File: src/rtl/core/dssm_pkg.sv
// Shared types and constants for the diagonal state-space recurrence block.
// Depends on nothing; imported by the controller, datapath, top level and testbench.
package dssm_pkg;

  localparam int DATA_W    = 16;
  localparam int FRAC_BITS = 12;

  typedef enum logic [1:0] {
    FUNC_STEP  = 2'd0,
    FUNC_LOAD  = 2'd1,
    FUNC_CLEAR = 2'd2
  } func_e;

  typedef enum logic [1:0] {
    S_CLEAR,
    S_IDLE,
    S_RUN,
    S_DRAIN
  } state_e;

  typedef struct packed {
    logic [1:0]               func;
    logic [3:0]               channel;
    logic [3:0]               state_index;
    logic signed [DATA_W-1:0] a_real_in;
    logic signed [DATA_W-1:0] a_imag_in;
    logic signed [DATA_W-1:0] c_real_in;
    logic signed [DATA_W-1:0] c_imag_in;
    logic signed [DATA_W-1:0] u_sample;
  } in_req_t;

  typedef struct packed {
    logic signed [DATA_W-1:0] y_out;
    logic [3:0]               out_channel;
  } out_rsp_t;

  typedef struct packed {
    logic step_start;
    logic load_we;
    logic clr_we;
    logic issue;
    logic out_load;
  } dp_cmd_t;

  typedef struct packed {
    logic busy;
    logic out_free;
  } dp_stat_t;

endpackage

File: src/rtl/core/dssm_ctrl.sv
// Controller state machine: request decode, state sweep, element sequencing.
// Depends on dssm_pkg; drives the datapath through dp_cmd_t.
module dssm_ctrl import dssm_pkg::*; #(
  parameter int NUM_CHANNELS = 16,
  parameter int NUM_STATES   = 16,
  parameter int AW           = 8,
  parameter int NW           = 4
) (
  input  logic          clk_i,
  input  logic          rst_ni,
  input  logic          in_valid_i,
  input  in_req_t       in_req_i,
  output logic          in_ready_o,
  output dp_cmd_t       cmd_o,
  output logic [NW-1:0] idx_o,
  output logic [AW-1:0] clr_addr_o,
  input  dp_stat_t      stat_i
);

  localparam int DEPTH = NUM_CHANNELS * NUM_STATES;

  state_e        state_q, state_d;
  logic [NW-1:0] idx_q, idx_d;
  logic [AW-1:0] clr_q, clr_d;
  logic          accept, ch_ok, si_ok;
  logic          is_step, is_load, is_clear;

  assign accept   = in_valid_i && in_ready_o;
  assign ch_ok    = 32'(in_req_i.channel) < NUM_CHANNELS;
  assign si_ok    = 32'(in_req_i.state_index) < NUM_STATES;
  assign is_step  = in_req_i.func == FUNC_STEP;
  assign is_load  = in_req_i.func == FUNC_LOAD;
  assign is_clear = in_req_i.func == FUNC_CLEAR;

  always_comb begin
    state_d = state_q;
    case (state_q)
      S_CLEAR: begin
        if (clr_q == AW'(DEPTH - 1)) state_d = S_IDLE;
      end
      S_IDLE: begin
        if (accept && is_step && ch_ok) begin
          state_d = S_RUN;
        end else if (accept && is_clear) begin
          state_d = S_CLEAR;
        end
      end
      S_RUN: begin
        if (idx_q == NW'(NUM_STATES - 1)) state_d = S_DRAIN;
      end
      S_DRAIN: begin
        if (!stat_i.busy && stat_i.out_free) state_d = S_IDLE;
      end
      default: state_d = S_IDLE;
    endcase
  end

  always_comb begin
    in_ready_o       = 1'b0;
    cmd_o            = '0;
    case (state_q)
      S_CLEAR: cmd_o.clr_we = 1'b1;
      S_IDLE: begin
        in_ready_o       = 1'b1;
        cmd_o.step_start = in_valid_i && is_step && ch_ok;
        cmd_o.load_we    = in_valid_i && is_load && ch_ok && si_ok;
      end
      S_RUN: cmd_o.issue = 1'b1;
      S_DRAIN: cmd_o.out_load = !stat_i.busy && stat_i.out_free;
      default: cmd_o = '0;
    endcase
  end

  assign idx_d      = (state_q == S_RUN) ? idx_q + 1'b1 : '0;
  assign clr_d      = (state_q == S_CLEAR) ? clr_q + 1'b1 : '0;
  assign idx_o      = idx_q;
  assign clr_addr_o = clr_q;

  always_ff @(posedge clk_i or negedge rst_ni) begin
    if (!rst_ni) begin
      state_q <= S_CLEAR;
      idx_q   <= '0;
      clr_q   <= '0;
    end else begin
      state_q <= state_d;
      idx_q   <= idx_d;
      clr_q   <= clr_d;
    end
  end

`ifndef SYNTHESIS
  // The pipeline must be empty whenever a new request can be taken.
  a_idle_empty: assert property (@(posedge clk_i) disable iff (!rst_ni)
    (state_q == S_IDLE) |-> !stat_i.busy)
    else $error("datapath busy while idle");

  // A result is only captured once every element has been accumulated.
  a_load_drained: assert property (@(posedge clk_i) disable iff (!rst_ni)
    cmd_o.out_load |-> (!stat_i.busy && stat_i.out_free))
    else $error("result captured early or over a pending one");

  // An accepted step starts its walk at element zero.
  a_step_starts: assert property (@(posedge clk_i) disable iff (!rst_ni)
    (accept && is_step && ch_ok) |=> (state_q == S_RUN && idx_q == '0))
    else $error("step did not start at element zero");

  // Issue commands occur only during the element walk.
  a_issue_run: assert property (@(posedge clk_i) disable iff (!rst_ni)
    cmd_o.issue |-> ($past(state_q) == S_IDLE || $past(state_q) == S_RUN))
    else $error("element issued outside a step");
`endif

endmodule

File: config.mk
export PLATFORM = sky130hd
export DESIGN_NAME = dssm_ctrl
export DESIGN_NICKNAME = d
export VERILOG_FILES = /design/src/rtl/core/dssm_pkg.sv /design/src/rtl/core/dssm_ctrl.sv
export SDC_FILE = /design/constraint.sdc
export NUM_CORES = 1
export LEC_CHECK = 0
export ABC_AREA = 1
export BUFFER_PORTS_ARGS = -buffer_cell sky130_fd_sc_hd__clkbuf_2
export CORE_MARGIN = 2
export CORE_UTILIZATION = 29
export CTS_CLUSTER_DIAMETER = 100
export DETAILED_ROUTE_END_ITERATION = 10
export PLACE_DENSITY = 0.81
export SLEW_MARGIN = 10
export SYNTH_ARGS = -nofsm -noshare
export SYNTH_HDL_FRONTEND = slang
export SYNTH_SLANG_ARGS = --single-unit
export TNS_END_PERCENT = 1
File: constraint.sdc
create_clock -name clk_i -period 1.61 [get_ports clk_i]
set_input_delay 0.322 -clock clk_i [delete_from_list [all_inputs] [get_ports clk_i]]
set_output_delay 0.322 -clock clk_i [all_outputs]
set_load 0.02 [all_outputs]
=== After elaboration in Yosys (flattened, before gate mapping) ===
Index checks and enable logic that the tools add are counted.
Widths: inputs -> output; s select.

* Mux-type cells: 13
* Equality and inequality tests: 11
* Reductions and logical operators: 10
* $add $sub $neg: 2

{| class="wikitable"
|+ Operators with widths
! cell !! count
|-
| $mux 2 || 6
|-
| $add 8x1->8 const B || 1
|-
| $eq 8x8->1 const B || 1
|-
| $mux 8 || 1
|-
| $pmux 2 s4 || 1
|-
| $eq 2x2->1 const B || 3
|-
| $logic_and 1x1->1 || 6
|-
| $ne 2x2->1 const B || 3
|-
| $add 4x1->4 const B || 1
|-
| $eq 2x1->1 const B || 2
|-
| $eq 4x4->1 const B || 1
|-
| $logic_not 2->1 || 2
|-
| $mux 1 || 4
|-
| $mux 4 || 1
|-
| $reduce_and 4->1 || 1
|-
| $ne 3x3->1 const B || 1
|-
| $logic_not 1->1 || 1
|}

* Output and inout bits: 18
* Bits in registers: 14

=== Logic depth before layout (Yosys ltp) ===
Gate-level depths: netlist of run 1.

* Depth in word-level cells: 7
* Mapped depth: 8

=== Worst setup path after synthesis of run 1 ===
Ideal clock, no wire load.

* Kind: register to output
* From: register state_q[1]
* To: output port cmd_o[3] (netlist name)
* Slack: 0.061 ns
* Stages on the path, launching flop included: 7
* Data required time: 1.288 ns
* Arrival: 1.227 ns
* Path buffers: 0
* Cell sequence: dfrtp_1 inv_1 ha_1 nand2_1 inv_1 nand2_1 nor2_1

{| class="wikitable"
|+ RTL lines
! item !! RTL line !! source
|-
| from (decl) || dssm_ctrl.sv:22 || <nowiki>state_e state_q, state_d;</nowiki>
|-
| from (signal assigned) || dssm_ctrl.sv:85 || <nowiki>state_q <= state_d;</nowiki>
|-
| to (decl) || dssm_ctrl.sv:14 || <nowiki>output dp_cmd_t cmd_o,</nowiki>
|}

==> flow_summary.toml, run 1 <==
[status]
status = "completed"

[setup_path]
end_kind = "output pin"
required_ns = 1.29
ff2ff_path_depth = 9
reg2reg_from = "state_q[1]$_DFFE_PN0P_"
cp-start-kind = "flop"
path_common_cell = "buf_4"
worstSetupPathType = "reg -> out"
worstPathArrival_ns = 1.29
crit_start = "state_q[1]$_DFFE_PN0P_"
cp_num_buf_inv = 4
slowest_delay_ns = 0.39
cp_slowest_cell = "dfrtp_1"
path_max_fanout = 2
cpLargestDelayFamily = "buffers and inverters"
crit_chain = "inv_2, buf_4, buf_4, ha_2, buf_6"
timing.critical_path.depth = 5

[logic_synthesis]
synth_edf_count = 0
synthAdderAreaFrac_pct = 10.05
synthArstFlopShare_pct = 100.0
yosysSeqAreaShare_pct = 46.90
synth.distinct_cells = 19
synth_cells = 88
synth.net_count = 189
synth_compound_area_share_pct = 10.22
synth_top_family_by_area = "simple AND/OR/NAND/NOR gates"
muxShareOfSynthArea_pct = 0
yosysWarnings = 0
yosys.area_share.simple_pct = 24.12
syn_avg_cell_area_um2 = 8.488
synth-xor-area-share_pct = 1.173
synthesis.area_um2 = 747.0
synth-main-ff-cell = "dfrtp_1"
ys_ff_latch = 14

[job]
max_cap_viol_count = 0

[clocking]
clockBufferDepth = 2
insertion_delay_ns = 0.27
cts_buffers = 3
clkTransAtPathRegs_ns = 0.08
cts.sinks = 14
h-tree-depth = 1
cts_tree = "done"
cts_root_buf = "clkbuf_4"

[place]
gp_congestion = 0.7684
placed_area_um2 = 912.1
dp_slack_ns = 0.1682
dp_hpwl_mm = 1.247
io_buffer_count = 24

[route]
ant_nets = 0
drc_errors = 0
drt_first_pass_iters = 2
vias_per_cell = 4.675
first_iter_violations = 1
avgRoutedWirePerCell_um = 11.09
vias = 706
wl_mm = 1.674

[pwr]
p_int_mw = 0.4451
sw_frac_of_total_pct = 20.64
p_sw_mw = 0.1158
peakVddDrop_uv = 309.3
clkPwrFrac_pct = 33.8
leakage_nw = 0.5468
pwr-share-comb_pct = 3.5
p_per_area_nw_per_um2 = 544.6
seq_power_share_pct = 62.6

[die]
rows = 18
initial_core_util_pct = 30.43
die_h_um = 54.75
io-pin-count = 113
die_area_um2 = 2998
dieWidth_um = 54.75
core_area_um2 = 2455

[timing]
skew_ns = 0.001281
fmax_mhz = 621.9
min_period_over_period_pct = 99.87
setup_viol = 0
slew_viol_final = 0
rsz0062_at_grt = "true"
fin_crit_ns = 1.608
worstMarginPinSlew_ns = 0.4106
fin_ws_ns = 0.002146
max_slew_margin_pct = 72.34
hold_violations = 0

[grt]
grt_pass1_wl_mm = 2.822
use_met1_pct = 14.31
antenna_found_initial = 0
grt_pass1_vias = 700
grt_busiest_layer = "met2"
grt_overflow = 0
use_met2_pct = 24.60
grt_usage_pct = 13.18
grt_max_degree = 15
grt.met3_usage_pct = 2.732

[cells_and_area]
postLayoutCoreUtil_pct = 41.95
final_area_um2 = 1030
area_delta_synth_final_pct = 37.86
final_nets = 224
layout-drive-gt1-share_pct = 39.67
diodes = 0
num-fill-cells = 241

[worst_hold_path]
hp-class = "in -> reg"
min-delay-start = "in_req_i[89]"
whs_path_depth = 6
==> flip-flops by register name, summed over array words and instances (netlist names) <==
signal / flops
clr_addr_o: 8
idx_o: 4
state_q: 2
==> cell families (layout without fill, tap and decap cells) <==
kind of cell    count (synthesis)  after routing
fa+ha+maj                       6              6
buf+inv                        15             48
simple gates                   37             37
xor+xnor                        1              1
flops                          14             14
compound gates                 15             15
==> worst paths after layout <==
check                                          to  slack, ns
min in group asynchronous      idx_o[3]$_DFF_PN0_       0.49
setup / recovery                         cmd_o[2]      0.002
hold reg to reg                idx_o[0]$_DFF_PN0_       0.49
hold / removal             state_q[1]$_DFFE_PN0P_       0.47
max in group asynchronous  state_q[0]$_DFFE_PN0P_       0.83
setup reg to reg           state_q[0]$_DFFE_PN0P_       0.15
==> power groups by stage <==
stage | Clock (mW) | Combinational, mW | Sequential (mW)
floorplan | 0 | 0.00165 | 0.358
global placement | 0 | 0.0161 | 0.358
detailed placement | 0 | 0.0173 | 0.358
CTS | 0.202 | 0.0195 | 0.351
global route | 0.212 | 0.0233 | 0.351
finish | 0.190 | 0.0198 | 0.351
==> through the flow <==
stage / setup TNS (ns) / hold WS, ns / total power, mW / instances
after floorplan: 0 / 0.02641 / 0.3600 / 88
after global placement: 0 / 0.2386 / 0.3744 / 143
after detailed placement: 0 / 0.2563 / 0.3756 / 143
after CTS: -0.05866 / 0.4508 / 0.5729 / 150
after global routing: -0.2415 / 0.4906 / 0.5867 / 151
final: 0 / 0.4698 / 0.5608 / 151
==> worst min-delay path, cell delays in order <==
cell,delay (ns)
clkbuf_2,0.09
nor2_1,0.04
nand2_1,0.08
a21oi_1,0.07
nand4_1,0.06
nand2_1,0.05
==> cells in the mapped netlist (all sizes together), types with 2 or more instances <==
cell   number  area, um^2
a21oi       7       35.03
dfrtp      14       350.3
ha          6       75.07
inv        15       56.30
nand2      18       75.07
nand3       4       25.02
nand4       2       12.51
nor2       10       47.55
o21ai       7       35.03
==> per-layer routing <==
metal	up-vias	wire (um)
li1	350	-
met3	0	103
met4	0	0
met1	332	686
met2	24	884
met5	-	0
==> layout by cell type (no fill, tap or decap), types with 2 or more instances in the layout <==
cell type and instances:
clkbuf_2 19, inv_1 13, nand2_1 13, dfrtp_1 13, nor2_1 8, a21oi_1 7
buf_4 7, o21ai_0 6, nand2_2 5, nand3_1 3, ha_1 3, clkbuf_4 3
inv_2 2, nand4_1 2, ha_2 2, buf_6 2
==> timing repair <==
item | CTS | global route
endpoints found under the setup margin | 3 | 4
gates resized for setup | 11 | 11
endpoints found under the hold margin | 14 | 0
gates cloned | 0 | 0
pin swaps | 1 | 3
hold buffers | 1 | 0
buffers inserted | 3 | 1
==> layout make-up <==
class                   count  area [um^2]  share of cell area (%)
multi-input cells          59        367.9                   35.72
flip-flops and latches     14        351.6                   34.14
repair buffers             30        193.9                   18.83
inverters                  15        56.30                   5.468
well taps                  30        37.54                   3.645
clock buffers               3        22.52                   2.187
Power figures use the tool's default switching activity.
==> inputs of run 2 (changes only) <==
--- a/config.mk
+++ b/config.mk
@@ -5,13 +5,13 @@
 export SDC_FILE = /design/constraint.sdc
 export NUM_CORES = 1
 export LEC_CHECK = 0
-export ABC_AREA = 1
 export BUFFER_PORTS_ARGS = -buffer_cell sky130_fd_sc_hd__clkbuf_2
 export CORE_MARGIN = 2
 export CORE_UTILIZATION = 29
 export CTS_CLUSTER_DIAMETER = 100
 export DETAILED_ROUTE_END_ITERATION = 10
 export PLACE_DENSITY = 0.81
+export RECOVER_POWER = 100
 export SLEW_MARGIN = 10
 export SYNTH_ARGS = -nofsm -noshare
 export SYNTH_HDL_FRONTEND = slang
==> run 2 against run 1 <==
  * The flow now finishes with violations (setup timing)
  * Critical path depth fell by 1
  * Sequential share of layout area fell by 0.93 points
  * Worst setup slack got worse by 0.014 ns
  * Die area did not move
  * Global-route usage is 1.6 points lower
  * Power up 130%
  * Cell count is 13% lower
  * Synthesized area stayed put
  * Combinational power grew to 31 times the previous value
  * Routed wire length down 4.6%
  * First-iteration DRC count grew to 3.0 times the previous value
  * Synthesized cell count shrank 23%
==> flow_summary.toml, run 2 <==
[status]
status = "finished, violations left"
violations = "setup timing"

[logic_synthesis]
yosysWarnings = 0
synth-main-ff-cell = "dfrtp_1"
synth_most_common_cell = "dfrtp_1"
synth.distinct_cells = 23
yosysSeqAreaShare_pct = 46.90
synth.net_count = 169
ys_ff_latch = 14
synth_top_area_share_pct = 46.90
syn_avg_cell_area_um2 = 10.98
synthesis.area_um2 = 747.0
synthArstFlopShare_pct = 100.0
synth_cells = 68
synth_edf_count = 0
synthTopCellsByArea = "dfrtp_1, ha_1, and2_1"
yosysTopAreaCell = "dfrtp_1"
synth_commonest_cells = "dfrtp_1, and2_1, ha_1"

[setup_path]
required_ns = 1.29
end_kind = "output pin"
cp-start-kind = "flop"
worstSetupPathType = "reg -> out"
path_max_fanout = 2
worstPathArrival_ns = 1.30

[clocking]
cts_root_buf = "clkbuf_4"
insertion_delay_ns = 0.28
h-tree-depth = 1
clockBufferDepth = 2
clkTransAtPathRegs_ns = 0.08
cts.sinks = 14
cts_tree = "done"
cts_buffers = 3

[pwr]
p_sw_mw = 0.4926
leakage_nw = 0.5404
p_int_mw = 0.8249
peakVddDrop_uv = 703.0
seq_power_share_pct = 34.5
clkPwrFrac_pct = 19.3
pwr-share-comb_pct = 46.1
sw_frac_of_total_pct = 37.39
power_mw = 1.317
p_per_area_nw_per_um2 = 1245

[worst_hold_path]
hp-class = "in -> reg"

[grt]
grt_pass1_wl_mm = 2.435
grt_pass1_vias = 584
grt_overflow = 0
antenna_found_initial = 0
grt_max_degree = 15
grt_usage_pct = 11.57

[cells_and_area]
final_common_cell = "clkbuf_2"
final_area_um2 = 1059
layout_common_cells = "clkbuf_2, dfrtp_1, buf_4, and2_1"
final_cells = 132
layout-drive-gt1-share_pct = 45.10
num-fill-cells = 233
area_delta_synth_final_pct = 41.71
largest_register_ffs = 8
diodes = 0
postLayoutCoreUtil_pct = 43.12
final_nets = 204

[timing]
fin_ws_ns = -0.01212
setup_viol = 2
rsz0062_at_grt = "true"
fmax_mhz = 616.5
holdWs_ns = 0.3893
max_slew_margin_pct = 49.44
fin_crit_ns = 1.622
min_period_over_period_pct = 100.8
hold_violations = 0
slew_viol_final = 0
skew_ns = 0.004281
setup-tns-final_ns = -0.01542
worstMarginPinSlew_ns = 0.7584

[place]
dp_slack_ns = 0.09529
io_buffer_count = 24
placed_area_um2 = 909.6
gp_congestion = 0.7257
dp_cells = 122
dp_hpwl_mm = 1.118

[route]
vias_per_cell = 4.742
top_layer_used = "met4"
wl_mm = 1.597
drc_errors = 0
vias = 626
first_iter_violations = 3
wl_met2_um = 766
ant_nets = 0
met1_length_um = 707
drt_first_pass_iters = 4
avgRoutedWirePerCell_um = 12.10
met3_length_um = 108

[die]
core_area_um2 = 2455
die_area_um2 = 2998
dieWidth_um = 54.75
die_h_um = 54.75
io-pin-count = 113
rows = 18
initial_core_util_pct = 30.43

[job]
max_cap_viol_count = 0
-- run 2: power by group through the flow --
stage / combinational (mW) / clock [mW] / sequential [mW]
2_1_floorplan: 0.284 / 0 / 0.465
3_3_place_gp: 0.418 / 0 / 0.437
3_5_place_dp: 0.429 / 0 / 0.445
4_1_cts: 0.547 / 0.259 / 0.443
5_1_grt: 0.680 / 0.284 / 0.461
6_report: 0.608 / 0.254 / 0.455
-- run 2: path summary, 6_finish.rpt --
kind / start / end / slack, ns / cells after the start
worst min register to register: clr_addr_o[0]$_DFF_PN0_ / clr_addr_o[0]$_DFF_PN0_ / 0.49 / 1
max in group asynchronous: rst_ni / state_q[0]$_DFFE_PN0P_ / 0.47 / 2
worst min-delay path: stat_i[1] / state_q[0]$_DFFE_PN0P_ / 0.39 / 4
min in group asynchronous: rst_ni / clr_addr_o[3]$_DFF_PN0_ / 0.61 / 2
worst max-delay path: state_q[1]$_DFFE_PN0P_ / cmd_o[0] / -0.01 / 4
worst max register to register: clr_addr_o[0]$_DFF_PN0_ / state_q[1]$_DFFE_PN0P_ / 0.26 / 5
-- run 2: layer usage --
layer | track usage (%) | vias to the layer above
met5 | 0 | -
met4 | 2.917 | 0
met3 | 4.918 | 2
met2 | 20.04 | 24
met1 | 12.92 | 299
li1 | - | 301
-- run 2: kinds of logic (layout without fill, tap and decap cells) --
logic type | count (synthesis) | in the layout | share of synthesized area [%]
simple gates | 28 | 28 | 22.45
flops | 14 | 14 | 46.90
fa+ha+maj | 6 | 6 | 10.05
mux | 1 | 1 | 1.340
buf+inv | 4 | 38 | 2.009
compound gates | 8 | 8 | 9.046
xor+xnor | 7 | 7 | 8.208
-- run 2: final cells by class --
cell class	count	area, um^2	area share [%]
repair buffers	30	176.4	16.67
well taps	30	37.54	3.546
clock buffers	4	36.28	3.428
inverters	4	15.01	1.418
multi-input cells	50	441.7	41.73
flip-flops and latches	14	351.6	33.21
-- run 2: what timing repair did --
item | 4_1_cts | 5_1_grt
endpoints found under the hold margin | 14 | 0
pin swaps | 1 | 1
buffers inserted | 5 | 0
resized for setup | 11 | 10
setup endpoints to repair | 4 | 5
hold buffers | 1 | 0
-- run 2: critical path, stage by stage, from the launching register on --
cell and delay, ns:
dfrtp_1 0.40, buf_4 0.16, ha_4 0.16, nor3b_2 0.15, buf_4 0.15
